[src/hw/rtl/fbpb_ram.sv]
// ----------------------------------------------------------------------------
// fbpb_ram
// Generic single write, single read RAM with a registered read port.
// ----------------------------------------------------------------------------
module fbpb_ram #(
  parameter int WIDTH = 16,
  parameter int DEPTH = 256,
  parameter int AW    = (DEPTH > 1) ? $clog2(DEPTH) : 1
) (
  input  logic             clk,
  input  logic             we,
  input  logic [AW-1:0]    waddr,
  input  logic [WIDTH-1:0] wdata,
  input  logic             re,
  input  logic [AW-1:0]    raddr,
  output logic [WIDTH-1:0] rdata
);

  logic [WIDTH-1:0] mem [DEPTH];
  logic [WIDTH-1:0] rdata_r;

  // write port
  always_ff @(posedge clk) begin
    if (we) begin
      mem[waddr] <= wdata;
    end
  end

  // registered read, holds while not enabled
  always_ff @(posedge clk) begin
    if (re) begin
      rdata_r <= mem[raddr];
    end
  end

  assign rdata = rdata_r;

endmodule

[config.mk]
export PLATFORM = sky130hd
export DESIGN_NAME = fbpb_ram
export DESIGN_NICKNAME = d
export VERILOG_FILES = /design/src/hw/rtl/fbpb_ram.sv
export SDC_FILE = /design/constraint.sdc
export NUM_CORES = 2
export LEC_CHECK = 0
export BUFFER_PORTS_ARGS = -buffer_cell sky130_fd_sc_hd__buf_2
export CAP_MARGIN = 20
export CELL_PAD_IN_SITES_DETAIL_PLACEMENT = 0
export CELL_PAD_IN_SITES_GLOBAL_PLACEMENT = 2
export CORE_MARGIN = 4
export CORE_UTILIZATION = 30
export CTS_BUF_LIST = sky130_fd_sc_hd__clkbuf_8 sky130_fd_sc_hd__clkbuf_16
export DETAILED_ROUTE_END_ITERATION = 6
export GPL_TIMING_DRIVEN = 0
export PLACE_DENSITY_LB_ADDON = 0.1
export SLEW_MARGIN = 25
export SYNTH_ARGS = -nofsm -noshare
export SYNTH_HDL_FRONTEND = slang
export SYNTH_SLANG_ARGS = --single-unit
[constraint.sdc]
create_clock -name clk -period 2.5 [get_ports clk]
set_input_delay 0.375 -clock clk [delete_from_list [all_inputs] [get_ports clk]]
set_output_delay 0.375 -clock clk [all_outputs]
set_load 0.03 [all_outputs]
## Yosys cells after proc, flatten, opt, wreduce, memory -nomap -nowiden

Memories as Yosys holds them, arrays and structs flattened. A register that Yosys moved wholly into a read port is not among the register bits.
Index checks and enable logic that the tools add are counted.

| storage, ports and cells | value |
|---|---|
| memories kept | 1 |
| word-level logic and storage cells | 3 |
| register bits after elaboration | 0 |
| memory bits (writable) | 4096 |

| cells by class | value |
|---|---|
| muxes and demuxes | 2 |

Memories:

| name | words | bits a word | rd ports | clocked after Yosys merged registers in | wr ports | RTL line | text |
|---|---|---|---|---|---|---|---|
| mem | 256 | 16 | 1 | 1 | 1 | 19 | `logic [WIDTH-1:0] mem [DEPTH];` |

Operators with widths:

| kind | number |
|---|---|
| $mux 1 | 2 |

## Longest topological paths before layout

| depth | value |
|---|---|
| depth in word-level cells | 2 |
| gate-level depth with buffers | 12 |

## Worst setup path after synthesis

OpenSTA, ideal clock, no wires.

| timing | value |
|---|---|
| path kind | input -> register |
| start | input raddr[0] |
| end | register rdata_r[4], in the netlist rdata[4] (read register of mem) (data pin) |
| setup slack | -0.124 ns |
| data arrival time | 2.359 ns |
| stages on the path | 8 |
| buffers on the path | 3 |
| library setup time | 0.265 ns |
| cell sequence | buf_6 buf_6 buf_2 mux4_2 mux4_2 a22o_1 o32ai_2 nor4_2 |

RTL lines:

| element | RTL line | text |
|---|---|---|
| start: declaration | 15 | `input logic [AW-1:0] raddr,` |
| end: declaration | 20 | `logic [WIDTH-1:0] rdata_r;` |

==> summary.md <==
| Metric | Value |
|---|---|
| Status | finished, violations left |
| Failing checks | setup timing |
| CP cell instances | buf_6 -> or2_1 -> buf_4 -> buf_6 -> buf_4 -> buf_2 -> buf_12 -> o22ai_2 -> mux2i_2 -> a21oi_2 -> nand4_1 -> nor4_4 |
| Vias in the first global route | 83015 |
| Skew final | 37.9 ps |
| Hold worst-path end | mem[235][12] |
| Post-Route M1 WL | 260 mm |
| Root buffer selected by CTS | clkbuf_16 |
| CTS tree | built |
| Total grt overflow | 0 |
| Period minus WS final | 3070 ps |
| CTS H-Tree Depth | 5 |
| Min-delay src | waddr[6] |
| CTS Buf Count | 457 |
| Starting DRT DRC Count | 8715 |
| Ratio of final minimum period to clock period | 123% |
| Maximum fanout along the worst path | 10 |
| Hold WC Path Type | primary input to flop |
| Post-synth top area cell | edfxtp_1 |
| Post-synth top flop | edfxtp_1 |
| Worst path depth | 12 |
| DR WL met3 | 30.7 mm |
| Slew Viols, Final | 0 |
| Worst Setup Start Kind | primary input |
| Final WL | 609 mm |
| Share of cells above drive strength 1 | 33.3% |
| WP buf/inv | 6 |
| Syn_nets | 7395 |
| Synth warn | 0 |
| Insertion delay to the later sink of the worst-skew pair | 1020 ps |
| RSZ-0062 raised after global routing | yes |
| P&R area growth vs syn | 22.4% |
| Core Rows | 267 |
| Power Total | 151 mW |
| Setup TNS | -15020 ps |
| R2R depth | 6 |
| Sequential share of the synthesized area | 77.7% |
| CP peak stage delay | 720 ps |
| Pin count of the biggest net entering global routing | 97 |
| Clock sink count | 4112 |
| Yosys top cell area share | 77.7% |
| Slew headroom | 30.7% |
| Placed Area | 175000 um2 |
| Post-DR vias/cell | 5.27 |
| Post-layout nets | 8192 |
| IO Count | 51 |
| Setup WS post-layout | -573 ps |
| Total GRT Usage | 22.1% |
| Dpl hpwl | 430 mm |
| Crit end category | flop |
| Worst-margin pin slew | 1040 ps |
| Reg-to-reg endpoint | rdata[3] |
| Via count | 81835 |
| Most common cell in the netlist | edfxtp_1 |
| Max-Cap Viols | 0 |
| Antenna viol nets, final | 0 |
| Max stage delay cell, worst path | nor4_4 |
| Leakage power | 60.8 nW |
| Number of synthesized register bits | 4112 |
| Port bufs | 40 |
| Ranking of synthesized cells by area | edfxtp_1 (78%), mux4_2 (11%), mux2i_1 (3.6%) |
| Core ar. | 528000 um2 |
| Synth Cell Area | 159000 um2 |
| Reg clk slew, reported paths | 60 ps |
| Initial antenna violation count | 45 |
| Synth async-reset ratio | 0% |
| Syn_area_per_cell | 21.6 um2 |
| R2R Setup Slk | -490 ps |
| Die W | 736 um |
| Final instance area | 194000 um2 |
| Clock Tree Buf Depth | 4 |
| First-pass GRT wire length | 798 mm |
| Drt first pass iters | 6 |
| Final setup violation count | 170 |
| Kind of critical path | primary input to flop |
| Residual DRC | 0 |
| Die height | 736 um |
| Fin. Hold Viols | 0 |
| Fmax | 325 MHz |
| Filler cells | 48130 |
| Hold Crit Depth | 3 |
| Routed WL per cell | 39.2 um |
| Synth cell types | 51 |
| CP top delay family | simple AND/OR/NAND/NOR gates |
| Number of synthesized flops with an enable pin | 4112 |
| Top Layer Used | met5 |
| Peak VDD IR | 0.000564 V |
| Syn Inst Count | 7360 |
| Routability cong. | 0.935 |
| WL met2 | 297 mm |
| R2r startpoint | mem[11][3] |
| Pwr dens | 779 nW/um2 |
| WP data arrival | 3800 ps |
| Die area | 541000 um2 |
| Post-synth top cells | edfxtp_1 (4112), mux4_2 (797), mux2i_1 (565), nor2_1 (304), o221ai_1 (252) |
| Initial Util | 30.1% |
| WP data required | 3220 ps |
-- registers in the layout, summed over array words and instances, names as in the netlist --
register,flops
mem,4096
rdata,16
-- logic make-up after synthesis --
logic type / count (synthesis) / share of synthesized area, %
AND/OR/NAND/NOR: 556 / 1.57
AO/OA/AOI/OAI: 786 / 3.53
flip-flops: 4112 / 77.7
buffers and inverters: 456 / 1.69
multiplexers: 1450 / 15.5
-- layer usage --
metal,global-route usage [%],up-vias
li1,-,33099
met1,30.0,45417
met2,37.0,2608
met3,2.86,709
met4,6.68,2
met5,0,-
-- worst min-delay path: cells and delay by family --
kind / cells / cell delay, ps
and+or+nand+nor: 2 / 430
buffers and inverters: 1 / 190
-- layout by cell type, fill, tap and decap left out, types with 82 or more instances in the layout --
master and n:
clkinv_1 106, buf_12 106, clkbuf_2 96, o221ai_2 87
mux4_2 797, o221ai_1 141, clkbuf_16 465, inv_1 116
edfxtp_1 4112, buf_16 135, nor2_4 234, buf_4 104
mux2i_1 562, o22ai_1 117, mux2_2 82, a21oi_1 141
-- repair_timing --
| action | in CTS | in global routing |
|---|---|---|
| endpoints found under the setup margin | 2591 | 341 |
| hold buffers | 17 | 0 |
| setup buffers | 41 | 25 |
| pin swaps | 114 | 56 |
| hold endpoints to repair | 997 | 0 |
| resized for setup | 756 | 112 |
-- worst max-delay path by stage --
stage / from / to / slack (ps)
2_1_floorplan: waddr[3] / mem[235][0] / -40
3_3_place_gp: raddr[2] / rdata[8] / -5900
3_5_place_dp: raddr[2] / rdata[8] / -3770
4_1_cts: mem[51][8] / rdata[8] / -420
5_1_grt: mem[52][3] / rdata[3] / -470
6_report: raddr[2] / rdata[14] / -570
-- where the power goes --
| part | internal, mW | switching [mW] | total, mW | leakage (nW) |
|---|---|---|---|---|
| registers | 76.1 | 0.0385 | 76.1 | 37.0 |
| logic | 3.31 | 7.13 | 10.4 | 16.4 |
| clock network | 36.9 | 28.0 | 64.9 | 7.38 |
| total | 116 | 35.1 | 151 | 60.8 |
-- stage by stage --
stage | utilization (%) | hold slack [ps] | std cells | setup slack [ps]
finish | 36.8 | 186 | 15526 | -573
global route | 36.8 | 123 | 15515 | -469
CTS | 36.6 | 57.2 | 15486 | -421
detailed placement | 33.2 | 727 | 14614 | -3770
global placement | 31.8 | 795 | 14394 | -5900
floorplan | - | 474 | 7360 | -40.0
-- area by class of cell --
class                   count  area, um2  share of cell area (%)
well taps                6994       8750                    4.50
diodes                     16       40.0                  0.0206
flip-flops and latches   4112     123000                    63.5
repair buffers            339       6260                    3.22
plain buffers             451       4010                    2.06
clock buffers             465      11600                    5.99
inverters                   4       22.5                  0.0116
clock inverters           353       2570                    1.32
multi-input cells        2792      37600                    19.4
No activity file was read; power rests on OpenSTA's default activity.
