File: config.mk
export PLATFORM = sky130hd
export DESIGN_NAME = fbpb_out_stage_flat
export DESIGN_NICKNAME = d
export VERILOG_FILES = /design/src/hw/rtl/fbpb_pkg.sv /design/src/hw/rtl/fbpb_out_if.sv /design/src/hw/rtl/fbpb_out_stage.sv /design/src/flat_wrapper.sv
export SDC_FILE = /design/constraint.sdc
export NUM_CORES = 1
export LEC_CHECK = 0
export BUFFER_PORTS_ARGS = -buffer_cell sky130_fd_sc_hd__buf_4
export CORE_MARGIN = 4
export CORE_UTILIZATION = 41
export CTS_CLUSTER_SIZE = 40
export DETAILED_ROUTE_END_ITERATION = 8
export PLACE_DENSITY_LB_ADDON = 0.3
export SYNTH_ARGS = -nofsm -noshare
export SYNTH_HDL_FRONTEND = slang
export SYNTH_SLANG_ARGS = --single-unit
File: constraint.sdc
create_clock -name clk -period 2 [get_ports clk]
set_input_delay 0.2 -clock clk [delete_from_list [all_inputs] [get_ports clk]]
set_output_delay 0.2 -clock clk [all_outputs]
set_load 0.01 [all_outputs]
File: src/hw/rtl/fbpb_pkg.sv
// ----------------------------------------------------------------------------
// fbpb_pkg
// Shared types, codes and helpers of the frame store fill and palette blit.
// ----------------------------------------------------------------------------
package fbpb_pkg;

  // payload widths of the command and result channels
  localparam int CMD_W   = 3;
  localparam int X_W     = 3;
  localparam int Y_W     = 4;
  localparam int COLOR_W = 16;
  localparam int BPP_W   = 2;
  localparam int SLOT_W  = 3;
  localparam int COUNT_W = 4;
  localparam int BYTE_W  = 8;

  // command codes
  typedef enum logic [CMD_W-1:0] {
    CMD_PIXEL  = 3'd0,
    CMD_HLINE  = 3'd1,
    CMD_VLINE  = 3'd2,
    CMD_RECT   = 3'd3,
    CMD_CLEAR  = 3'd4,
    CMD_PAL_WR = 3'd5,
    CMD_PACKED = 3'd6,
    CMD_READ   = 3'd7
  } cmd_t;

  // packed depth codes
  localparam logic [BPP_W-1:0] BPP_1 = 2'd0;
  localparam logic [BPP_W-1:0] BPP_2 = 2'd1;
  localparam logic [BPP_W-1:0] BPP_4 = 2'd2;

  // sequencer states
  typedef enum logic [3:0] {
    ST_INIT,
    ST_IDLE,
    ST_DRAW,
    ST_CLEAR,
    ST_PAL,
    ST_PK_RD,
    ST_PK_WR,
    ST_RD,
    ST_RD_CAP,
    ST_RESP
  } state_t;

  // walk pattern of the draw state
  typedef enum logic [1:0] {
    MODE_ROW,
    MODE_COL,
    MODE_RECT
  } mode_t;

  // one result item
  typedef struct packed {
    logic [COLOR_W-1:0] read_color;
    logic               clipped;
  } resp_t;

  // palette index held in the top bits of a left-aligned packed byte
  function automatic logic [BYTE_W-1:0] pk_index(input logic [BYTE_W-1:0] d,
                                                 input logic [BPP_W-1:0]  bpp);
    logic [BYTE_W-1:0] idx;
    case (bpp)
      BPP_1:   idx = {7'd0, d[7]};
      BPP_2:   idx = {6'd0, d[7:6]};
      BPP_4:   idx = {4'd0, d[7:4]};
      default: idx = d;
    endcase
    return idx;
  endfunction

endpackage

File: src/hw/rtl/fbpb_out_if.sv
// ----------------------------------------------------------------------------
// fbpb_out_if
// Result channel: valid/ready handshake with the read colour and clip flag.
// ----------------------------------------------------------------------------
interface fbpb_out_if import fbpb_pkg::*; ();

  logic               valid;
  logic               ready;
  logic [COLOR_W-1:0] read_color;
  logic               clipped;

  modport source (
    output valid, read_color, clipped,
    input  ready
  );

  modport sink (
    input  valid, read_color, clipped,
    output ready
  );

endinterface

File: src/hw/rtl/fbpb_out_stage.sv
// ----------------------------------------------------------------------------
// fbpb_out_stage
// One-entry output register between the sequencer and the result channel.
// ----------------------------------------------------------------------------
module fbpb_out_stage import fbpb_pkg::*; (
  input  logic       clk,
  input  logic       rst_n,
  input  logic       resp_valid,
  output logic       resp_ready,
  input  resp_t      resp,
  fbpb_out_if.source out_if
);

  logic  valid_r, valid_nxt;
  resp_t data_r, data_nxt;
  logic  load;

  // slot is free when empty or draining this cycle
  assign resp_ready = !valid_r || out_if.ready;
  assign load       = resp_valid && resp_ready;

  always_comb begin
    valid_nxt = valid_r;
    data_nxt  = data_r;
    if (load) begin
      valid_nxt = 1'b1;
      data_nxt  = resp;
    end else if (out_if.ready) begin
      valid_nxt = 1'b0;
    end
  end

  always_ff @(posedge clk) begin
    if (!rst_n) begin
      valid_r <= 1'b0;
    end else begin
      valid_r <= valid_nxt;
    end
  end

  always_ff @(posedge clk) begin
    data_r <= data_nxt;
  end

  assign out_if.valid      = valid_r;
  assign out_if.read_color = data_r.read_color;
  assign out_if.clipped    = data_r.clipped;

endmodule

File: src/flat_wrapper.sv
// flat-port wrapper written by rule: the top's interface ports become plain ports
module fbpb_out_stage_flat import fbpb_pkg::*;
  (clk, rst_n, resp_valid, resp_ready, resp, out_if_valid, out_if_read_color, out_if_clipped, out_if_ready);
  fbpb_out_if out_if_i ();
  input  logic clk;
  input  logic rst_n;
  input  logic resp_valid;
  output logic resp_ready;
  input  resp_t resp;
  output wire logic [$bits(out_if_i.valid)-1:0] out_if_valid;
  output wire logic [$bits(out_if_i.read_color)-1:0] out_if_read_color;
  output wire logic [$bits(out_if_i.clipped)-1:0] out_if_clipped;
  input wire logic [$bits(out_if_i.ready)-1:0] out_if_ready;
  assign out_if_valid = out_if_i.valid;
  assign out_if_read_color = out_if_i.read_color;
  assign out_if_clipped = out_if_i.clipped;
  assign out_if_i.ready = out_if_ready;
  fbpb_out_stage u_core (.clk(clk), .rst_n(rst_n), .resp_valid(resp_valid), .resp_ready(resp_ready), .resp(resp), .out_if(out_if_i));
endmodule
-- After elaboration in Yosys (flattened, before gate mapping)
Index checks and enable logic that the tools add are counted.
- flip-flop bits (word level): 18
- input port bits: 21
- output and inout port bits: 19
- word-level logic and storage cells: 9
- multiplexer cells: 2
- reductions and logical operators: 4
- operator list (kind ; number):
    2-to-1 mux 1 bit ; 2
    nonzero test 2 bit ; 1
    logical AND 1 bit ; 1
    zero test 1 bit ; 1
    logical OR 1 bit ; 1

-- Logic depth before layout (Yosys ltp)
Gate-level depths: netlist of run 1.
- depth after elaboration: 4
- depth in mapped cells: 2
- gate-level depth less buffers: 2

-- Worst setup path after synthesis of run 1
Ideal clock, no wire load.
- path type: register to register
- start point: register u_core.valid_r (netlist: u_core.out_if.valid)
- end point: register u_core.data_r, in the netlist u_core.out_if.clipped, enable pin
- setup time: 314 ps
- arrival time: 694 ps
- required time: 1686 ps
- path slack: 991 ps
- stages on the path, launching flop included: 3
- path buffers: 0
- cell sequence: dfxtp_1 -> nand2b_4 -> and2_4
- cells in the longest elaborated chain, start to end: 3
- RTL lines (what ; RTL line ; source):
    start, declared ; fbpb_out_stage.sv:14 ; logic valid_r, valid_nxt;
    start signal, assigned ; fbpb_out_stage.sv:37 ; valid_r <= valid_nxt;
    zero test 1 bit ; fbpb_out_stage.sv:19 ; assign resp_ready = !valid_r || out_if.ready;
    logical OR 1 bit ; fbpb_out_stage.sv:19 ;
    via resp_ready ; flat_wrapper.sv:8 ; output logic resp_ready;
    logical AND 1 bit ; fbpb_out_stage.sv:20 ; assign load = resp_valid && resp_ready;
    via u_core.load ; fbpb_out_stage.sv:16 ; logic load;
    end signal, assigned ; fbpb_out_stage.sv:42 ; data_r <= data_nxt;
    end, declared ; fbpb_out_stage.sv:15 ; resp_t data_r, data_nxt;
The timed path passes the listed nets, and every way through them passes these cells.
A chain may end at the register's enable or synchronous reset.

-- Worst setup path after layout of run 1
- start point: register u_core.valid_r (netlist: u_core.out_if.valid)
- end point: output port resp_ready
- cells in the longest elaborated chain, start to end: 2
- RTL lines (what ; RTL line):
    zero test 1 bit ; fbpb_out_stage.sv:19
    logical OR 1 bit ; fbpb_out_stage.sv:19
    end, declared ; flat_wrapper.sv:8
No other way between the ends.

==> flow_summary_export.csv, run 1 <==
group,metric,value,unit
placement,preCtsSetupSlack,0.9977,ns
layout,final_common_cell,"buf_4",
setup_path,slowest_delay,0.38,ns
routing,drc,0,
cts,cts_tree,"done",
timing,layout_worst_path_cycle_share,53.77,%
logic_synthesis,synth_area,568.0,um2
cts,numCtsBuffers,3,
timing,finalWorstSetupSlack,0.9246,ns
layout,drive_gt1_share,69.23,%
cts,hold_buffers,0,
cts,cts.sinks,18,
global_routing,antenna_found_initial,0,
setup_path,required,1.80,ns
cts,ctsResizeCount,0,
logic_synthesis,yosys_warnings,0,
routing,wl_per_cell,13.51,um
setup_path,crit_family,"flip-flops",
setup_path,end_kind,"output pin",
die,rows,13,
timing,fmax,929.9,MHz
layout,mostFrequentLayoutCells,"39 x buf_4, 17 x edfxtp_1, 3 x clkbuf_4",
routing,drtPass1Iterations,3,
setup_path,worstPathCellList,"nand2b_4 > buf_4",
logic_synthesis,syn-num-nets,43,
timing,max_slew_margin,85.29,%
routing,vias_per_cell,4.463,
pwr,power_density,780.8,nW/um2
cts,clk_latency,0.28,ns
layout,antenna_cells,0,
logic_synthesis,synthAdderAreaFrac,0,%
logic_synthesis,yosys.area_share.simple,3.965,%
routing,vias,357,
setup_path,cp.buffers_inverters,1,
timing,drv_slew,0,
cts,clk_path_buf_depth,2,
logic_synthesis,synth-xor-area-share,0,%
run_status,outcome,"finished clean",
timing,rsz0062_at_grt,"false",
layout,multi_input_area,33.78,um2
placement,io_buffer_count,39,
placement,place.gp.congestion,0.6137,
logic_synthesis,synth_mux_area_share,0,%
layout,num-fill-cells,90,
global_routing,overflow,0,
logic_synthesis,synth_compound_area_share,1.982,%
pwr,power_leakage,0.0003961,uW
die,core,1301,um2
logic_synthesis,synth_top_family_by_area,"simple AND/OR/NAND/NOR gates",
logic_synthesis,synth_seq_area_share,93.39,%
layout,final_util,69.62,%
routing,ant_nets,0,
pwr,vdd_ir_drop_max,0.5471,mV
timing,hold_viol_final,0,
logic_synthesis,avgSynthCellArea,25.82,um2
setup_path,start_kind,"register",
routing,drt_iter0_markers,5,
setup_path,crit_fanout,3,
die,dieArea,2045,um2
layout,synthToLayoutAreaGrowth,59.47,%
global_routing,track_usage,11.31,%
global_routing,grt_pass1_vias,380,
global_routing,grt_pass1_wl,1580,um
layout,seqCellArea,530.5,um2
cts,cts_max_level,1,
cts,clk_pin_slew,0.10,ns
job,max_cap_violations,0,
timing,post-route-min-period,1.075,ns
die,initial_core_util,43.65,%
timing,tns,0,ns
layout,final_area,905.9,um2
die,ioPinCount,40,
global_routing,grt_max_degree,18,
setup_path,slowest_stage,"dfxtp_1",
setup_path,path_class,"register to output pin",
die,die_h,45.22,um
timing,worst_slew_pin_slew,0.2207,ns
timing,fin_skew,0.0007681,ns
hold_path,hold_class,"primary input to register",
logic_synthesis,syn_inst,22,
routing,wirelength,1081,um
logic_synthesis,yosysUniqueCellTypes,6,
layout,final_nets,87,
timing,setup_viol,0,
setup_path,cp.arrival,0.88,ns
die,die_w,45.22,um
logic_synthesis,synth_seq_cells,18,
cts,post_cts_buffers,0,
placement,dpl-instance-area,879.6,um2
cts,root_buffer,"clkbuf_4",
flip-flops by register name (all words and copies together) (netlist names):
signal and flops:
u_core.out_if.clipped 1, u_core.out_if.valid 1, u_core.out_if.read_color 16
final timing paths:
path	startpoint	endpoint	slack, ns	cells after the start
max reg2reg	u_core.out_if.valid$_SDFFE_PN0P_	u_core.out_if.read_color[4]$_DFFE_PP_	0.99	2
max	u_core.out_if.valid$_SDFFE_PN0P_	resp_ready	0.92	2
min reg2reg	u_core.out_if.valid$_SDFFE_PN0P_	u_core.out_if.valid$_SDFFE_PN0P_	0.51	2
min	resp[15]	u_core.out_if.read_color[14]$_DFFE_PP_	0.09	1
logic make-up (layout without fill, tap and decap cells):
logic type             Yosys count  after routing
flip-flops                      18             18
AND/OR/NAND/NOR                  2              2
AO/OA/AOI/OAI                    1              1
buffers and inverters            1             44
report_power, final:
group	leakage (uW)	switching (uW)	total, uW	internal [uW]
Clock	0.0000154	102	175	72.3
Sequential	0.000173	6.63	444	438
Combinational	0.000208	34.3	88.2	53.9
per-stage QoR:
| stage | hold slack, ns | std cells | power [uW] |
|---|---|---|---|
| 3_3_place_gp | 0.3790 | 76 | 540.1 |
| 4_1_cts | 0.08287 | 80 | 713.3 |
| 3_5_place_dp | 0.3798 | 76 | 543.4 |
| 6_report | 0.08828 | 80 | 707.3 |
| 5_1_grt | 0.06961 | 80 | 739.4 |
| 2_1_floorplan | 0.2989 | 22 | 477.3 |
routing by layer:
layer / up-vias / wire (um) / GRT usage, %
met3: 2 / 96 / 2.789
met5: - / 0 / 0
li1: 168 / - / -
met1: 168 / 333 / 10.18
met4: 0 / 6 / 5.263
met2: 19 / 644 / 22.60
worst reg2reg max path, stage by stage (launching register included):
cell and delay (ns):
dfxtp_1 0.34, nand2b_4 0.08, and2_4 0.28
cell type report:
class	count	area share [%]
Sequential cell	18	58.56
Timing Repair Buffer	39	32.32
Multi-Input combinational cell	3	3.729
Clock buffer	3	2.486
Tap cell	15	2.072
Clock inverter	1	0.4144
Inverter	1	0.4144
cells in the mapped netlist:
cell type / count / area, um2
a21boi_2: 1 / 11.26
and2_4: 1 / 8.760
dfxtp_1: 1 / 20.02
edfxtp_1: 17 / 510.5
inv_1: 1 / 3.750
nand2b_4: 1 / 13.76
Power figures use the tool's default switching activity.
==> run 2: changes to the inputs <==
CORE_UTILIZATION = 38   (was 41)
clock period = 1.04 ns   (was 2 ns; I/O delays follow)
==> flow_summary_export.csv, run 2 (synthesis gave the netlist of run 1 again) <==
group,metric,value,unit
run_status,outcome,"finished clean",
global_routing,track_usage,15.53,%
cts,cts.sinks,18,
layout,final_common_cell,"buf_4",
setup_path,worstPathCellList,"nand2b_4 > and2_4",
timing,post-route-min-period,1.001,ns
layout,drive_gt1_share,54.88,%
timing,drv_slew,0,
die,die_h,46.67,um
die,ioPinCount,40,
timing,layout_worst_path_cycle_share,96.22,%
routing,drtPass1Iterations,3,
routing,ant_nets,0,
layout,final_nets,104,
layout,largest_reg_flops,16,
layout,mostFrequentLayoutCells,"39 x buf_4, 17 x dlygate4sd3_1, 17 x edfxtp_1",
placement,place.gp.congestion,0.6228,
setup_path,r2r-end,"u_core.out_if.read_color[12]$_DFFE_PP_",
layout,antenna_cells,0,
setup_path,path_class,"register to register",
pwr,vdd_ir_drop_max,0.8399,mV
routing,wirelength,1453,um
die,core,1350,um2
routing,vias,421,
setup_path,crit_family,"simple AND/OR/NAND/NOR gates",
placement,post-dp-hpwl,953.9,um
global_routing,grt_max_degree,18,
cts,clk_latency,0.28,ns
global_routing,grt_pass1_vias,481,
cts,cts_max_level,1,
setup_path,slowest_stage,"dfxtp_1",
setup_path,slowest_delay,0.34,ns
timing,finalWorstSetupSlack,0.03933,ns
layout,final-instance-count-excl-fill,97,
cts,numCtsBuffers,3,
global_routing,overflow,0,
setup_path,r2r.worst_path.cells,2,
routing,drc,0,
setup_path,rrSetupSlack,0.04,ns
timing,fin_skew,0.0006966,ns
die,dieArea,2178,um2
setup_path,required,1.02,ns
cts,clk_path_buf_depth,2,
routing,drt_iter0_markers,2,
cts,root_buffer,"clkbuf_4",
setup_path,crit_fanout,17,
die,initial_core_util,42.08,%
job,max_cap_violations,0,
cts,cts_tree,"done",
pwr,power_leakage,0.0004671,uW
hold_path,hp-start,"rst_n",
timing,worst_slew_pin_slew,0.2161,ns
hold_path,hold_class,"primary input to register",
setup_path,end_kind,"register",
routing,vias_per_cell,4.340,
die,die_w,46.67,um
hold_path,worstHoldPathCells,2,
placement,io_buffer_count,39,
setup_path,start_kind,"register",
placement,preCtsSetupSlack,0.04054,ns
timing,setup_viol,0,
timing,rsz0062_at_grt,"false",
layout,final_util,79.70,%
hold_path,worstHoldEndpoint,"u_core.out_if.valid$_SDFFE_PN0P_",
layout,synthToLayoutAreaGrowth,89.43,%
global_routing,grt_pass1_wl,2152,um
timing,max_slew_margin,85.59,%
routing,wl_per_cell,14.98,um
global_routing,antenna_found_initial,0,
setup_path,cp.buffers_inverters,0,
die,rows,13,
timing,holdWs,0.05182,ns
cts,ctsResizeCount,0,
pwr,power_density,1312,nW/um2
setup_path,r2r_start,"u_core.out_if.valid$_SDFFE_PN0P_",
timing,hold_viol_final,0,
timing,fmax,999.3,MHz
placement,placed_cells,76,
setup_path,cp.arrival,0.98,ns
timing,tns,0,ns
cts,clk_pin_slew,0.09,ns
[run 2: cell count changes in the layout (fill, tap and decap cells not counted)]
cell / previous run / this run
dlygate4sd3_1: 0 / 17
[run 2: final cells by class]
cell class	instances	area [um2]
multi-input cells	3	33.78
clock inverters	1	3.754
clock buffers	3	22.52
fillers	71	274.0
repair buffers	56	462.9
flip-flops and latches	18	530.5
well taps	15	18.77
inverters	1	3.754
[run 2: worst max-delay path by stage]
stage	start	end	slack, ns	cells after the start
3_3_place_gp	u_core.out_if.valid$_SDFFE_PN0P_	u_core.out_if.read_color[14]$_DFFE_PP_	0.05	2
3_5_place_dp	u_core.out_if.valid$_SDFFE_PN0P_	u_core.out_if.read_color[6]$_DFFE_PP_	0.04	2
5_1_grt	u_core.out_if.valid$_SDFFE_PN0P_	u_core.out_if.read_color[6]$_DFFE_PP_	0.005	2
4_1_cts	u_core.out_if.valid$_SDFFE_PN0P_	u_core.out_if.read_color[6]$_DFFE_PP_	0.03	2
2_1_floorplan	u_core.out_if.valid$_SDFFE_PN0P_	u_core.out_if.clipped$_DFFE_PP_	0.03	2
6_report	u_core.out_if.valid$_SDFFE_PN0P_	u_core.out_if.read_color[12]$_DFFE_PP_	0.04	2
[run 2: power by group]
| group | internal (uW) | switching, uW |
|---|---|---|
| registers | 842 | 13.8 |
| clock network | 139 | 191 |
| logic | 145 | 79.8 |
| total | 1130 | 285 |
[run 2: what timing repair did]
action                                  in CTS  in global routing
endpoints found under the setup margin       0                  0
hold endpoints to repair                    17                  0
hold buffers                                17                  0
setup buffers                                0                  0
[run 2: routing by layer]
| metal | wire length, um | global-route usage (%) |
|---|---|---|
| met1 | 480 | 14.50 |
| met2 | 836 | 31.04 |
| met3 | 136 | 2.344 |
| met4 | 0 | 8.287 |
| met5 | 0 | 0 |
[run 2: per-stage QoR]
| step | power (uW) | area (um2) |
|---|---|---|
| after floorplan | 918.0 | 568.0 |
| after global placement | 1038 | 879.6 |
| after detailed placement | 1045 | 879.6 |
| after CTS | 1432 | 1076 |
| after global routing | 1481 | 1076 |
| final | 1411 | 1076 |
==> run 3: changes to the inputs <==
==> constraint.sdc (replaced) <==
create_clock -name clk -period 1.04 [get_ports clk]
set_input_delay 0.052 -clock clk [delete_from_list [all_inputs] [get_ports clk]]
set_output_delay 0.052 -clock clk [all_outputs]
set_load 0.01 [all_outputs]
==> flow_summary_export.csv, run 3 (synthesis gave the netlist of run 1 again) <==
group,metric,value,unit
run_status,outcome,"finished clean",
timing,layout_worst_path_cycle_share,95.35,%
setup_path,worstPathCellList,"nand2b_4 > and2_2",
timing,fin_skew,0.005444,ns
job,max_cap_violations,0,
global_routing,antenna_found_initial,0,
global_routing,grt_max_degree,18,
layout,final-instance-count-excl-fill,99,
setup_path,slowest_stage,"dfxtp_1",
timing,fmax,1008,MHz
layout,final_common_cell,"buf_4",
cts,clk_pin_slew,0.09,ns
timing,tns,0,ns
layout,final_util,81.00,%
routing,wirelength,1427,um
placement,dpl-instance-area,879.6,um2
layout,mostFrequentLayoutCells,"39 x buf_4, 18 x dlygate4sd3_1, 17 x edfxtp_1",
placement,post-dp-hpwl,869.2,um
timing,max_slew_margin,87.35,%
cts,clk_path_buf_depth,2,
timing,post-route-min-period,0.9916,ns
setup_path,end_kind,"register",
global_routing,grt_pass1_wl,2063,um
timing,hold_viol_final,0,
cts,cts_tree,"done",
layout,final_area,1094,um2
routing,drc,0,
layout,final_nets,106,
die,core,1350,um2
hold_path,hold_class,"primary input to register",
routing,wl_per_cell,14.41,um
timing,worst_slew_pin_slew,0.1897,ns
routing,drtPass1Iterations,2,
pwr,vdd_ir_drop_max,0.9120,mV
setup_path,cp.arrival,0.97,ns
cts,clk_latency,0.28,ns
setup_path,start_kind,"register",
timing,rsz0062_at_grt,"false",
die,ioPinCount,40,
cts,ctsResizeCount,0,
routing,ant_nets,0,
die,dieArea,2178,um2
setup_path,path_class,"register to register",
placement,placed_cells,76,
layout,synthToLayoutAreaGrowth,92.51,%
routing,vias,426,
setup_path,slowest_delay,0.35,ns
cts,cts.sinks,18,
cts,numCtsBuffers,3,
pwr,p_total,1424,uW
placement,place.gp.congestion,0.6186,
die,die_w,46.67,um
routing,vias_per_cell,4.303,
pwr,power_density,1303,nW/um2
setup_path,crit_fanout,8,
global_routing,track_usage,14.16,%
cts,root_buffer,"clkbuf_4",
die,die_h,46.67,um
layout,antenna_cells,0,
die,rows,13,
layout,drive_gt1_share,54.76,%
routing,drt_iter0_markers,8,
global_routing,grt_pass1_vias,440,
timing,drv_slew,0,
layout,largest_reg_flops,16,
setup_path,required,1.02,ns
placement,io_buffer_count,39,
die,initial_core_util,42.08,%
cts,cts_max_level,1,
pwr,power_leakage,0.0004739,uW
timing,setup_viol,0,
global_routing,overflow,0,
[run 3: per-stage QoR]
| step | hold slack [ns] | worst slack [ns] |
|---|---|---|
| final | 0.02658 | 0.04837 |
| after global routing | 0.008918 | 0.007748 |
| after CTS | 0.009638 | 0.01632 |
| after detailed placement | 0.2315 | 0.02713 |
| after global placement | 0.2308 | 0.05019 |
| after floorplan | 0.1509 | 0.03148 |
[run 3: area by class of cell]
type	instances	area, um2
Sequential cell	18	530.5
Timing Repair Buffer	57	473.0
Fill cell	71	256.5
Multi-Input combinational cell	4	41.29
Clock buffer	4	26.28
Tap cell	15	18.77
Inverter	1	3.754
[run 3: final timing paths]
check / from / to / slack (ns) / cells after the start
max: u_core.out_if.valid$_SDFFE_PN0P_ / u_core.out_if.read_color[12]$_DFFE_PP_ / 0.05 / 2
min reg2reg: u_core.out_if.valid$_SDFFE_PN0P_ / u_core.out_if.valid$_SDFFE_PN0P_ / 0.53 / 2
max reg2reg: u_core.out_if.valid$_SDFFE_PN0P_ / u_core.out_if.read_color[12]$_DFFE_PP_ / 0.05 / 2
min: resp_valid / u_core.out_if.valid$_SDFFE_PN0P_ / 0.03 / 3
[run 3: timing repair]
item	CTS	global route
hold buffers	18	0
buffers inserted	0	0
setup endpoints to repair	0	17
hold endpoints to repair	18	0
[run 3: report_power, final]
part	switching (uW)	internal, uW	total (uW)
sequential	12.1	842	854
combinational	80.0	150	230
clock	192	149	341
[run 3: critical path, delay by kind of cell (launching register included)]
family / cells / cell delay (ns)
and+or+nand+nor: 2 / 0.35
DFF: 1 / 0.35
[run 3: per-layer routing]
metal | track usage, % | vias to the layer above | wire (um)
met2 | 24.18 | 23 | 749
met1 | 16.25 | 194 | 532
met3 | 5.078 | 0 | 145
met5 | 0 | - | 0
met4 | 4.972 | 0 | 0
li1 | - | 209 | -
