===== src/hw/rtl/fbpb_pkg.sv =====
// ----------------------------------------------------------------------------
// fbpb_pkg
// Shared types, codes and helpers of the frame store fill and palette blit.
// ----------------------------------------------------------------------------
package fbpb_pkg;

  // payload widths of the command and result channels
  localparam int CMD_W   = 3;
  localparam int X_W     = 3;
  localparam int Y_W     = 4;
  localparam int COLOR_W = 16;
  localparam int BPP_W   = 2;
  localparam int SLOT_W  = 3;
  localparam int COUNT_W = 4;
  localparam int BYTE_W  = 8;

  // command codes
  typedef enum logic [CMD_W-1:0] {
    CMD_PIXEL  = 3'd0,
    CMD_HLINE  = 3'd1,
    CMD_VLINE  = 3'd2,
    CMD_RECT   = 3'd3,
    CMD_CLEAR  = 3'd4,
    CMD_PAL_WR = 3'd5,
    CMD_PACKED = 3'd6,
    CMD_READ   = 3'd7
  } cmd_t;

  // packed depth codes
  localparam logic [BPP_W-1:0] BPP_1 = 2'd0;
  localparam logic [BPP_W-1:0] BPP_2 = 2'd1;
  localparam logic [BPP_W-1:0] BPP_4 = 2'd2;

  // sequencer states
  typedef enum logic [3:0] {
    ST_INIT,
    ST_IDLE,
    ST_DRAW,
    ST_CLEAR,
    ST_PAL,
    ST_PK_RD,
    ST_PK_WR,
    ST_RD,
    ST_RD_CAP,
    ST_RESP
  } state_t;

  // walk pattern of the draw state
  typedef enum logic [1:0] {
    MODE_ROW,
    MODE_COL,
    MODE_RECT
  } mode_t;

  // one result item
  typedef struct packed {
    logic [COLOR_W-1:0] read_color;
    logic               clipped;
  } resp_t;

  // palette index held in the top bits of a left-aligned packed byte
  function automatic logic [BYTE_W-1:0] pk_index(input logic [BYTE_W-1:0] d,
                                                 input logic [BPP_W-1:0]  bpp);
    logic [BYTE_W-1:0] idx;
    case (bpp)
      BPP_1:   idx = {7'd0, d[7]};
      BPP_2:   idx = {6'd0, d[7:6]};
      BPP_4:   idx = {4'd0, d[7:4]};
      default: idx = d;
    endcase
    return idx;
  endfunction

endpackage


===== src/hw/rtl/fbpb_in_if.sv =====
// ----------------------------------------------------------------------------
// fbpb_in_if
// Command channel: valid/ready handshake with the command fields.
// ----------------------------------------------------------------------------
interface fbpb_in_if import fbpb_pkg::*; ();

  logic               valid;
  logic               ready;
  logic [CMD_W-1:0]   command;
  logic [X_W-1:0]     x_start;
  logic [Y_W-1:0]     y_start;
  logic [X_W-1:0]     x_end;
  logic [Y_W-1:0]     y_end;
  logic [COLOR_W-1:0] color;
  logic [BPP_W-1:0]   bpp_code;
  logic [SLOT_W-1:0]  first_slot;
  logic [COUNT_W-1:0] pixel_count;
  logic [BYTE_W-1:0]  data_byte;
  logic [BYTE_W-1:0]  palette_index;

  modport source (
    output valid, command, x_start, y_start, x_end, y_end, color,
           bpp_code, first_slot, pixel_count, data_byte, palette_index,
    input  ready
  );

  modport sink (
    input  valid, command, x_start, y_start, x_end, y_end, color,
           bpp_code, first_slot, pixel_count, data_byte, palette_index,
    output ready
  );

endinterface


===== src/hw/rtl/fbpb_seq.sv =====
// ----------------------------------------------------------------------------
// fbpb_seq
// Command sequencer: walks pixels of each command over the frame and
// palette memories and hands one result per command to the output stage.
// ----------------------------------------------------------------------------
module fbpb_seq import fbpb_pkg::*; #(
  parameter int FRAME_WIDTH   = 8,
  parameter int FRAME_HEIGHT  = 11,
  parameter int PALETTE_DEPTH = 256,
  parameter int CELL_AW       = 7,
  parameter int PAL_AW        = 8
) (
  input  logic               clk,
  input  logic               rst_n,
  fbpb_in_if.sink            in_if,
  // frame memory
  output logic               fr_we,
  output logic [CELL_AW-1:0] fr_waddr,
  output logic [COLOR_W-1:0] fr_wdata,
  output logic               fr_re,
  output logic [CELL_AW-1:0] fr_raddr,
  input  logic [COLOR_W-1:0] fr_rdata,
  // palette memory
  output logic               pal_we,
  output logic [PAL_AW-1:0]  pal_waddr,
  output logic [COLOR_W-1:0] pal_wdata,
  output logic               pal_re,
  output logic [PAL_AW-1:0]  pal_raddr,
  input  logic [COLOR_W-1:0] pal_rdata,
  // result
  output logic               resp_valid,
  input  logic               resp_ready,
  output resp_t              resp
);

  localparam int FRAME_CELLS = FRAME_WIDTH * FRAME_HEIGHT;

  state_t             state_r, state_nxt;
  cmd_t               cmd_r, cmd_nxt;
  mode_t              mode_r, mode_nxt;
  logic [Y_W-1:0]     x_r, x_nxt;
  logic [Y_W-1:0]     y_r, y_nxt;
  logic [X_W-1:0]     xs_r, xs_nxt;
  logic [X_W-1:0]     xe_r, xe_nxt;
  logic [Y_W-1:0]     ye_r, ye_nxt;
  logic [COLOR_W-1:0] col_r, col_nxt;
  logic [BPP_W-1:0]   bpp_r, bpp_nxt;
  logic [BYTE_W-1:0]  data_r, data_nxt;
  logic [BYTE_W-1:0]  pidx_r, pidx_nxt;
  logic [COUNT_W-1:0] slot_r, slot_nxt;
  logic [COUNT_W-1:0] left_r, left_nxt;
  logic               clip_r, clip_nxt;
  logic               oob_r, oob_nxt;
  logic [COLOR_W-1:0] rd_r, rd_nxt;
  logic [CELL_AW-1:0] cnt_r, cnt_nxt;

  cmd_t               in_cmd;
  logic               in_acc;
  logic [COUNT_W-1:0] in_slots;
  logic [COUNT_W-1:0] in_slot;
  logic [COUNT_W-1:0] in_shift;
  logic [COUNT_W-1:0] pk_slots;
  logic [BYTE_W-1:0]  pk_idx;
  logic               pk_more;
  logic               in_frame;
  logic               row_end;
  logic               col_end;
  logic               draw_done;
  logic               cnt_end;
  logic [CELL_AW-1:0] cur_addr;

  // entry of pixel (x,y): y + x*height
  function automatic logic [CELL_AW-1:0] cell_addr(input logic [Y_W-1:0] x,
                                                   input logic [Y_W-1:0] y);
    logic [12:0] sum;
    sum = 13'(y) + 13'(x) * 13'(FRAME_HEIGHT);
    return CELL_AW'(sum);
  endfunction

  // decode of the offered command
  assign in_cmd   = cmd_t'(in_if.command);
  assign in_acc   = in_if.valid && in_if.ready;
  assign in_slots = 4'd8 >> in_if.bpp_code;
  assign in_slot  = {1'b0, in_if.first_slot} & (in_slots - 4'd1);
  assign in_shift = in_slot << in_if.bpp_code;

  // walk status
  assign in_frame  = (int'(x_r) < FRAME_WIDTH) && (int'(y_r) < FRAME_HEIGHT);
  assign row_end   = x_r >= {1'b0, xe_r};
  assign col_end   = y_r >= ye_r;
  assign cnt_end   = cnt_r == CELL_AW'(FRAME_CELLS - 1);
  assign pk_slots  = 4'd8 >> bpp_r;
  assign pk_more   = ((slot_r + 4'd1) < pk_slots) && (left_r > 4'd1);
  assign pk_idx    = pk_index(data_r, bpp_r);
  assign cur_addr  = cell_addr(x_r, y_r);

  always_comb begin
    case (mode_r)
      MODE_ROW:  draw_done = row_end;
      MODE_COL:  draw_done = col_end;
      MODE_RECT: draw_done = row_end && col_end;
      default:   draw_done = 1'b1;
    endcase
  end

  // next state
  always_comb begin
    state_nxt = state_r;
    case (state_r)
      ST_INIT: begin
        if (cnt_end) state_nxt = ST_IDLE;
      end
      ST_IDLE: begin
        if (in_acc) begin
          case (in_cmd)
            CMD_PIXEL, CMD_HLINE, CMD_VLINE: state_nxt = ST_DRAW;
            CMD_RECT: begin
              state_nxt = (in_if.y_start > in_if.y_end) ? ST_RESP : ST_DRAW;
            end
            CMD_CLEAR:  state_nxt = ST_CLEAR;
            CMD_PAL_WR: state_nxt = ST_PAL;
            CMD_PACKED: begin
              state_nxt = (in_if.pixel_count == '0) ? ST_RESP : ST_PK_RD;
            end
            default:    state_nxt = ST_RD;
          endcase
        end
      end
      ST_DRAW: begin
        if (draw_done) state_nxt = ST_RESP;
      end
      ST_CLEAR: begin
        if (cnt_end) state_nxt = ST_RESP;
      end
      ST_PAL:    state_nxt = ST_RESP;
      ST_PK_RD:  state_nxt = ST_PK_WR;
      ST_PK_WR:  state_nxt = pk_more ? ST_PK_RD : ST_RESP;
      ST_RD:     state_nxt = ST_RD_CAP;
      ST_RD_CAP: state_nxt = ST_RESP;
      ST_RESP: begin
        if (resp_ready) state_nxt = ST_IDLE;
      end
      default:   state_nxt = ST_INIT;
    endcase
  end

  // memory ports and handshake outputs
  always_comb begin
    in_if.ready = 1'b0;
    fr_we       = 1'b0;
    fr_waddr    = cur_addr;
    fr_wdata    = col_r;
    fr_re       = 1'b0;
    pal_we      = 1'b0;
    pal_re      = 1'b0;
    resp_valid  = 1'b0;
    case (state_r)
      ST_INIT: begin
        fr_we    = 1'b1;
        fr_waddr = cnt_r;
        fr_wdata = '0;
      end
      ST_IDLE:  in_if.ready = 1'b1;
      ST_DRAW:  fr_we = in_frame;
      ST_CLEAR: begin
        fr_we    = 1'b1;
        fr_waddr = cnt_r;
      end
      ST_PAL:   pal_we = int'(pidx_r) < PALETTE_DEPTH;
      ST_PK_RD: pal_re = 1'b1;
      ST_PK_WR: begin
        fr_we    = in_frame;
        fr_wdata = oob_r ? '0 : pal_rdata;
      end
      ST_RD:    fr_re = 1'b1;
      ST_RESP:  resp_valid = 1'b1;
      default:  in_if.ready = 1'b0;
    endcase
  end

  assign fr_raddr  = cur_addr;
  assign pal_waddr = PAL_AW'(pidx_r);
  assign pal_wdata = col_r;
  assign pal_raddr = PAL_AW'(pk_idx);
  assign resp      = '{read_color: rd_r, clipped: clip_r};

  // walk registers
  always_comb begin
    cmd_nxt  = cmd_r;
    mode_nxt = mode_r;
    x_nxt    = x_r;
    y_nxt    = y_r;
    xs_nxt   = xs_r;
    xe_nxt   = xe_r;
    ye_nxt   = ye_r;
    col_nxt  = col_r;
    bpp_nxt  = bpp_r;
    data_nxt = data_r;
    pidx_nxt = pidx_r;
    slot_nxt = slot_r;
    left_nxt = left_r;
    clip_nxt = clip_r;
    oob_nxt  = oob_r;
    rd_nxt   = rd_r;
    cnt_nxt  = cnt_r;
    case (state_r)
      ST_INIT: cnt_nxt = cnt_r + CELL_AW'(1);
      ST_IDLE: begin
        if (in_acc) begin
          cmd_nxt  = in_cmd;
          x_nxt    = {1'b0, in_if.x_start};
          y_nxt    = in_if.y_start;
          xs_nxt   = in_if.x_start;
          xe_nxt   = (in_cmd == CMD_PIXEL) ? in_if.x_start : in_if.x_end;
          ye_nxt   = in_if.y_end;
          col_nxt  = in_if.color;
          bpp_nxt  = in_if.bpp_code;
          data_nxt = in_if.data_byte << in_shift;
          pidx_nxt = in_if.palette_index;
          slot_nxt = in_slot;
          left_nxt = in_if.pixel_count;
          clip_nxt = 1'b0;
          rd_nxt   = '0;
          cnt_nxt  = '0;
          case (in_cmd)
            CMD_VLINE: mode_nxt = MODE_COL;
            CMD_RECT:  mode_nxt = MODE_RECT;
            default:   mode_nxt = MODE_ROW;
          endcase
        end
      end
      ST_DRAW: begin
        if (!in_frame) clip_nxt = 1'b1;
        case (mode_r)
          MODE_ROW: begin
            if (!row_end) x_nxt = x_r + 4'd1;
          end
          MODE_COL: begin
            if (!col_end) y_nxt = y_r + 4'd1;
          end
          MODE_RECT: begin
            // row done: back to the left edge of the next row
            if (row_end) begin
              if (!col_end) begin
                y_nxt = y_r + 4'd1;
                x_nxt = {1'b0, xs_r};
              end
            end else begin
              x_nxt = x_r + 4'd1;
            end
          end
          default: x_nxt = x_r;
        endcase
      end
      ST_CLEAR: cnt_nxt = cnt_r + CELL_AW'(1);
      ST_PK_RD: oob_nxt = int'(pk_idx) >= PALETTE_DEPTH;
      ST_PK_WR: begin
        if (!in_frame) clip_nxt = 1'b1;
        x_nxt    = x_r + 4'd1;
        slot_nxt = slot_r + 4'd1;
        left_nxt = left_r - 4'd1;
        data_nxt = data_r << (4'd1 << bpp_r);
      end
      ST_RD_CAP: rd_nxt = in_frame ? fr_rdata : '0;
      default:   rd_nxt = rd_r;
    endcase
  end

  // control registers
  always_ff @(posedge clk) begin
    if (!rst_n) begin
      state_r <= ST_INIT;
      cnt_r   <= '0;
    end else begin
      state_r <= state_nxt;
      cnt_r   <= cnt_nxt;
    end
  end

  // payload registers
  always_ff @(posedge clk) begin
    cmd_r  <= cmd_nxt;
    mode_r <= mode_nxt;
    x_r    <= x_nxt;
    y_r    <= y_nxt;
    xs_r   <= xs_nxt;
    xe_r   <= xe_nxt;
    ye_r   <= ye_nxt;
    col_r  <= col_nxt;
    bpp_r  <= bpp_nxt;
    data_r <= data_nxt;
    pidx_r <= pidx_nxt;
    slot_r <= slot_nxt;
    left_r <= left_nxt;
    clip_r <= clip_nxt;
    oob_r  <= oob_nxt;
    rd_r   <= rd_nxt;
  end

`ifndef SYNTH
  // frame writes stay inside the store
  a_write_in_range: assert property (@(posedge clk) disable iff (!rst_n)
    fr_we |-> (int'(fr_waddr) < FRAME_CELLS))
    else $error("frame write beyond the store");

  // a palette lookup is always consumed by a pixel write the next cycle
  a_pk_pair: assert property (@(posedge clk) disable iff (!rst_n)
    (state_r == ST_PK_RD) |=> (state_r == ST_PK_WR))
    else $error("palette lookup not followed by its pixel write");

  // non-drawing commands never report clipping
  a_no_clip: assert property (@(posedge clk) disable iff (!rst_n)
    resp_valid && (cmd_r == CMD_CLEAR || cmd_r == CMD_PAL_WR || cmd_r == CMD_READ)
    |-> !resp.clipped)
    else $error("clip flagged on a non-drawing command");

  // only a read returns a colour
  a_rd_zero: assert property (@(posedge clk) disable iff (!rst_n)
    resp_valid && (cmd_r != CMD_READ) |-> (resp.read_color == '0))
    else $error("colour returned for a non-read command");

  // a result transfer returns the sequencer to idle
  a_resp_idle: assert property (@(posedge clk) disable iff (!rst_n)
    resp_valid && resp_ready |=> (state_r == ST_IDLE))
    else $error("sequencer not idle after result transfer");
`endif

endmodule


===== src/flat_wrapper.sv =====
// flat-port wrapper written by rule: the top's interface ports become plain ports
module fbpb_seq_flat import fbpb_pkg::*;
#(
  parameter int FRAME_WIDTH   = 8,
  parameter int FRAME_HEIGHT  = 11,
  parameter int PALETTE_DEPTH = 256,
  parameter int CELL_AW       = 7,
  parameter int PAL_AW        = 8
)
  (clk, rst_n, fr_we, fr_waddr, fr_wdata, fr_re, fr_raddr, fr_rdata, pal_we, pal_waddr, pal_wdata, pal_re, pal_raddr, pal_rdata, resp_valid, resp_ready, resp, in_if_valid, in_if_command, in_if_x_start, in_if_y_start, in_if_x_end, in_if_y_end, in_if_color, in_if_bpp_code, in_if_first_slot, in_if_pixel_count, in_if_data_byte, in_if_palette_index, in_if_ready);
  fbpb_in_if in_if_i ();
  input  logic clk;
  input  logic rst_n;
  output logic fr_we;
  output logic [CELL_AW-1:0] fr_waddr;
  output logic [COLOR_W-1:0] fr_wdata;
  output logic fr_re;
  output logic [CELL_AW-1:0] fr_raddr;
  input  logic [COLOR_W-1:0] fr_rdata;
  output logic pal_we;
  output logic [PAL_AW-1:0] pal_waddr;
  output logic [COLOR_W-1:0] pal_wdata;
  output logic pal_re;
  output logic [PAL_AW-1:0] pal_raddr;
  input  logic [COLOR_W-1:0] pal_rdata;
  output logic resp_valid;
  input  logic resp_ready;
  output resp_t resp;
  input wire logic [$bits(in_if_i.valid)-1:0] in_if_valid;
  input wire logic [$bits(in_if_i.command)-1:0] in_if_command;
  input wire logic [$bits(in_if_i.x_start)-1:0] in_if_x_start;
  input wire logic [$bits(in_if_i.y_start)-1:0] in_if_y_start;
  input wire logic [$bits(in_if_i.x_end)-1:0] in_if_x_end;
  input wire logic [$bits(in_if_i.y_end)-1:0] in_if_y_end;
  input wire logic [$bits(in_if_i.color)-1:0] in_if_color;
  input wire logic [$bits(in_if_i.bpp_code)-1:0] in_if_bpp_code;
  input wire logic [$bits(in_if_i.first_slot)-1:0] in_if_first_slot;
  input wire logic [$bits(in_if_i.pixel_count)-1:0] in_if_pixel_count;
  input wire logic [$bits(in_if_i.data_byte)-1:0] in_if_data_byte;
  input wire logic [$bits(in_if_i.palette_index)-1:0] in_if_palette_index;
  output wire logic [$bits(in_if_i.ready)-1:0] in_if_ready;
  assign in_if_i.valid = in_if_valid;
  assign in_if_i.command = in_if_command;
  assign in_if_i.x_start = in_if_x_start;
  assign in_if_i.y_start = in_if_y_start;
  assign in_if_i.x_end = in_if_x_end;
  assign in_if_i.y_end = in_if_y_end;
  assign in_if_i.color = in_if_color;
  assign in_if_i.bpp_code = in_if_bpp_code;
  assign in_if_i.first_slot = in_if_first_slot;
  assign in_if_i.pixel_count = in_if_pixel_count;
  assign in_if_i.data_byte = in_if_data_byte;
  assign in_if_i.palette_index = in_if_palette_index;
  assign in_if_ready = in_if_i.ready;
  fbpb_seq #(.FRAME_WIDTH(FRAME_WIDTH), .FRAME_HEIGHT(FRAME_HEIGHT), .PALETTE_DEPTH(PALETTE_DEPTH), .CELL_AW(CELL_AW), .PAL_AW(PAL_AW)) u_core (.clk(clk), .rst_n(rst_n), .in_if(in_if_i), .fr_we(fr_we), .fr_waddr(fr_waddr), .fr_wdata(fr_wdata), .fr_re(fr_re), .fr_raddr(fr_raddr), .fr_rdata(fr_rdata), .pal_we(pal_we), .pal_waddr(pal_waddr), .pal_wdata(pal_wdata), .pal_re(pal_re), .pal_raddr(pal_raddr), .pal_rdata(pal_rdata), .resp_valid(resp_valid), .resp_ready(resp_ready), .resp(resp));
endmodule

===== config.mk =====
export PLATFORM = sky130hd
export DESIGN_NAME = fbpb_seq_flat
export DESIGN_NICKNAME = d
export VERILOG_FILES = /design/src/hw/rtl/fbpb_pkg.sv /design/src/hw/rtl/fbpb_in_if.sv /design/src/hw/rtl/fbpb_seq.sv /design/src/flat_wrapper.sv
export SDC_FILE = /design/constraint.sdc
export NUM_CORES = 1
export LEC_CHECK = 0
export BUFFER_PORTS_ARGS = -buffer_cell sky130_fd_sc_hd__buf_2
export CAP_MARGIN = 20
export CORE_MARGIN = 3
export CORE_UTILIZATION = 30
export DETAILED_ROUTE_END_ITERATION = 16
export GPL_ROUTABILITY_DRIVEN = 0
export REMOVE_ABC_BUFFERS = 1
export SLEW_MARGIN = 20
export SYNTH_ARGS = -nofsm -noshare
export SYNTH_HDL_FRONTEND = slang
export SYNTH_SLANG_ARGS = --single-unit

===== constraint.sdc =====
create_clock -name clk -period 2.88 [get_ports clk]
set_input_delay 0.288 -clock clk [delete_from_list [all_inputs] [get_ports clk]]
set_output_delay 0.288 -clock clk [all_outputs]
set_load 0.1 [all_outputs]

After elaboration in Yosys (flattened, before gate mapping)

Index checks and enable logic that the tools add are counted.

Add/subtract/negate cells: 7
$mul: 1
$lt $le $gt $ge: 7
Eq/ne operators: 31
Shift operators: 6
Multiplexer cells: 47
Bitwise operators: 1
Reductions and logical operators: 27

Operators with widths:

| cell                                                  | count |
|---|---|
| two-way mux 4 bit                                     | 17 |
| case mux 16 bit (2 select lines)                      | 2 |
| case mux 4 bit (2 select lines)                       | 5 |
| case mux 4 bit (9 select lines)                       | 1 |
| two-way mux 16 bit                                    | 2 |
| case mux 8 bit (3 select lines)                       | 1 |
| case mux 4 bit (5 select lines)                       | 1 |
| == test 4 x 3 -> 1 bit, second input constant         | 4 |
| case mux 8 bit (2 select lines)                       | 1 |
| left shift 8 x 4 -> 8 bit                             | 2 |
| two-way mux 7 bit                                     | 2 |
| case mux 7 bit (2 select lines)                       | 1 |
| adder 4 x 1 -> 4 bit, second input constant           | 3 |
| case mux 4 bit (3 select lines)                       | 1 |
| AND reduction 5 bit                                   | 2 |
| nonzero test 2 bit                                    | 5 |
| == test 3 bit, second input constant                  | 3 |
| inequality test 3 x 2 -> 1 bit, second input constant | 3 |
| == test 4 x 2 -> 1 bit, second input constant         | 2 |
| == test 4 bit, second input constant                  | 2 |
| logical NOT 4 bit                                     | 2 |
| less-than comparator 4 bit, second input constant     | 2 |
| two-way mux 8 bit                                     | 1 |
| inequality test 2 x 1 -> 1 bit, second input constant | 4 |
| 36 further kinds                                      | 58 |

Flip-flop bits (word level): 90
Bits of input ports: 94
Logic and storage cells: 143

Depth between registers and ports, before layout

Depth in word-level cells: 7
Gate-level depth with buffers: 11
Mapped depth without buffers: 11

Worst setup path before layout

Ideal clock, no wire load.

Kind: register to output
From: reg u_core.x_r[2]
To: out fr_waddr[6]
Arrival time: 4.550 ns
Data required time: 2.592 ns
Slack: -1.958 ns
Stages on the path, launching flop included: 12
Path buffers: 0
Cell sequence: edfxtp_1 ha_1 ha_1 inv_1 fa_1 inv_1 ha_1 o21ai_0 o21bai_1 a21oi_1 xnor2_1 mux2_2

Word-level cells in the longest chain between the ends: 3

RTL lines:

| what                      | line               | source |
|---|---|---|
| start: declaration        | fbpb_seq.sv:41     | `logic [Y_W-1:0] x_r, x_nxt;` |
| start signal: assignment  | fbpb_seq.sv:284    | `x_r <= x_nxt;` |
| multiplier 4 x 4 -> 7 bit | fbpb_seq.sv:76     | `sum = 13'(y) + 13'(x) * 13'(FRAME_HEIGHT);` |
| adder 4 x 7 -> 7 bit      | fbpb_seq.sv:76     |  |
| net fr_raddr[6]           | flat_wrapper.sv:18 | `output logic [CELL_AW-1:0] fr_raddr;` |
| two-way mux 7 bit         | fbpb_seq.sv:157    | `case (state_r)` |
| end: declaration          | flat_wrapper.sv:15 | `output logic [CELL_AW-1:0] fr_waddr;` |

The timed path passes the listed nets, and every way through them passes these cells.

Final worst setup path

From: reg u_core.x_r[2]
To: out fr_waddr[6]

Word-level cells in the longest chain between the ends: 3

RTL lines:

| what                      | line |
|---|---|
| multiplier 4 x 4 -> 7 bit | fbpb_seq.sv:76 |
| adder 4 x 7 -> 7 bit      | fbpb_seq.sv:76 |
| two-way mux 7 bit         | fbpb_seq.sv:157 |

Every way passes these cells.

==> results.cfg <==
[die]
die_h_um = 142
io_pins = 179
core_um2 = 18100
floorplan.initialDensity_pct = 30.7
die_w_um = 142
std_cell_rows = 49
dieArea_um2 = 20200

[critical_path]
crit_family = adder cells
crit_path_max_incr_delay_ps = 480
path_max_fanout = 3
cp.depth = 12
startpoint = u_core.x_r[2]
startpoint_type = register
cp_num_buf_inv = 3
r2r-start = u_core.y_r[0]
path_cells = ha_1 -> ha_1 -> inv_1 -> fa_1 -> inv_2 -> ha_4 -> o21ai_2 -> o21bai_1 -> a21oi_2 -> xnor2_1 -> mux2_4 -> buf_12
critical_path_arrival_ps = 3060
crit_type = register to primary output
slowest_stage = fa_1
rrSetupSlack_ps = 210
rr_worst_depth = 8
path_common_cell = ha_1
timing.rr.end = u_core.x_r[2]
end_kind = primary output
cp.required_ps = 2590
crit_end = fr_waddr[6]

[route]
met2_wirelength_um = 6740
vias = 4502
drtIter0Drc = 231
drtAntennaViolNets = 0
route.met3.wl_um = 1200
drc = 0
routed_wl_um = 14800
m1WireLength_um = 6660
wire_per_inst_um = 15.6
highest_layer = met5
viasPerCell = 4.76
drt_pass1_iterations = 5

[synth]
ys_seq_elements = 90
ys_warn_count = 0
synth_ff_type = edfxtp_1
syn_inst = 514
yosysUniqueCellTypes = 69
synth_edf_count = 79
seq_area_frac_synth_pct = 46.7
syn_avg_cell_area_um2 = 10.8
synth_area_um2 = 5550
async_flop_share_pct = 0

[cells_and_area]
n_antenna_cell = 0
post-route-util_pct = 42.4
final_nets = 849
final_area_um2 = 7660
final_cell_mix = buf_2, edfxtp_1, nand2_1, ha_1
final_layout_size_suffix_gt1_share_pct = 36.5
area_growth_syn_to_layout_pct = 38.0
final_common_cell = buf_2

[global_route]
gr-total-overflow = 0
grt_first_pass_wirelength_um = 23100
grt.total_usage_pct = 14.4
grt_pass1_vias = 4508
antenna_found_initial = 2
grt_max_degree = 27

[power_and_ir_drop]
powerDensity_nw_per_um2 = 1190
p_sw_mw = 4.77
clkPwrFrac_pct = 14.3
p_seq_share_pct = 19.6
cell_internal_pwr_mw = 4.33
ir_worst_vdd_mv = 1.09
power.leakage_nw = 3.34
comb_power_share_pct = 66.1
swShare_pct = 52.4

[placement]
portBuffers = 178
hpwl_um = 11600
dpl_cell_area_um2 = 7220

[clocking]
numCtsBuffers = 9
tritoncts = built
cts-htree-levels = 3
clk_pin_slew_ps = 70
cts.path.max_buffers = 2
clock-sinks = 90
insertion_delay_ps = 350
root_buffer = clkbuf_16

[sta]
tightest_slew_ps = 602
max_slew_margin_pct = 59.9
fin_skew_ps = 10.3
hold_ws_ps = 110
setup_violations = 10
setup_ws_ps = -472
fin_setup_tns_ps = -2910
grt_setup_unrepaired = yes
min_period_ps = 3350
drv_slew = 0
fmax_mhz = 298
post-route-period-util_pct = 116
hold_violations = 0

[status]
violations = negative setup slack
status = finished with violations

[min_path]
worstHoldPathType = input pin to register

[run]
cap_viol_max_count = 0
## flip-flops by register name, summed over array words and instances, names as in the netlist
signal and count:
u_core.slot_r 4, u_core.clip_r 1, u_core.x_r 4, u_core.data_r 8, u_core.bpp_r 2, u_core.xe_r 3, u_core.mode_r 2, u_core.pal_wdata 16
u_core.state_r 4, u_core.rd_r 16, u_core.cnt_r 7, u_core.y_r 4, u_core.ye_r 4, u_core.xs_r 3, u_core.pal_waddr 8, u_core.left_r 4
## cell type report
type	count	area, um2
clock buffer	9	225
clock inverter	7	100
fill	1731	10400
inverter	34	128
multi-input combinational	367	2800
sequential	90	2590
tap	229	287
timing repair buffer	210	1530
## synthesized netlist by cell type, types with 12 or more instances
cell type / n / area [um2]
o21ai_0: 26 / 130
nor2_1: 21 / 78.8
mux2i_1: 22 / 220
a22o_1: 16 / 140
edfxtp_1: 79 / 2370
and2_1: 27 / 169
inv_1: 33 / 124
xnor2_1: 12 / 105
clkbuf_1: 15 / 56.3
a21oi_1: 18 / 90.1
nand2_1: 50 / 188
mux2_2: 13 / 146
ha_1: 40 / 500
## stage by stage
step	power, mW	instances	setup WS [ps]
after CTS	9.16	945	-486
after global placement	7.61	927	-278
final	9.10	946	-472
after detailed placement	7.63	927	-297
after global routing	9.48	946	-588
after floorplan	5.78	491	-1960
## power groups by stage
stage	Sequential, mW	Clock, mW	Combinational [mW]
floorplan	2.56	0	3.22
global placement	1.81	0	5.80
detailed placement	1.82	0	5.82
CTS	1.79	1.35	6.02
global route	1.81	1.39	6.27
finish	1.79	1.30	6.01
## kinds of logic (layout without fill, tap and decap cells)
kind of cell	count (synthesis)	count (layout)	share of synthesized area (%)
multiplexers	36	36	7.01
AND/OR/NAND/NOR	163	163	15.8
buffers and inverters	57	260	4.31
XOR/XNOR	20	20	3.16
flip-flops	90	90	46.7
adder cells (fa/ha/maj)	43	43	10.1
AO/OA/AOI/OAI	105	105	12.9
## metal layers
layer,vias up,track usage [%]
met2,123,22.7
met4,4,3.59
met5,-,0
li1,2281,-
met3,14,5.58
met1,2080,18.9
## timing repair
action,CTS,global route
setup buffers,2,1
resized for setup,17,2
setup endpoints to repair,10,10
hold buffers,0,0
pin swaps,9,2
## worst min path at each step
stage                                 from                    to  slack [ps]  cells past startpoint
floorplan                in_if_bpp_code[0]       u_core.bpp_r[0]         390                      0
CTS                         in_if_color[2]   u_core.pal_wdata[2]          90                      1
detailed placement  in_if_palette_index[4]   u_core.pal_waddr[4]         470                      1
global route               in_if_color[13]  u_core.pal_wdata[13]          90                      1
finish                     in_if_color[13]  u_core.pal_wdata[13]         110                      1
global placement           in_if_color[15]  u_core.pal_wdata[15]         460                      1
Power figures use the tool's default switching activity.
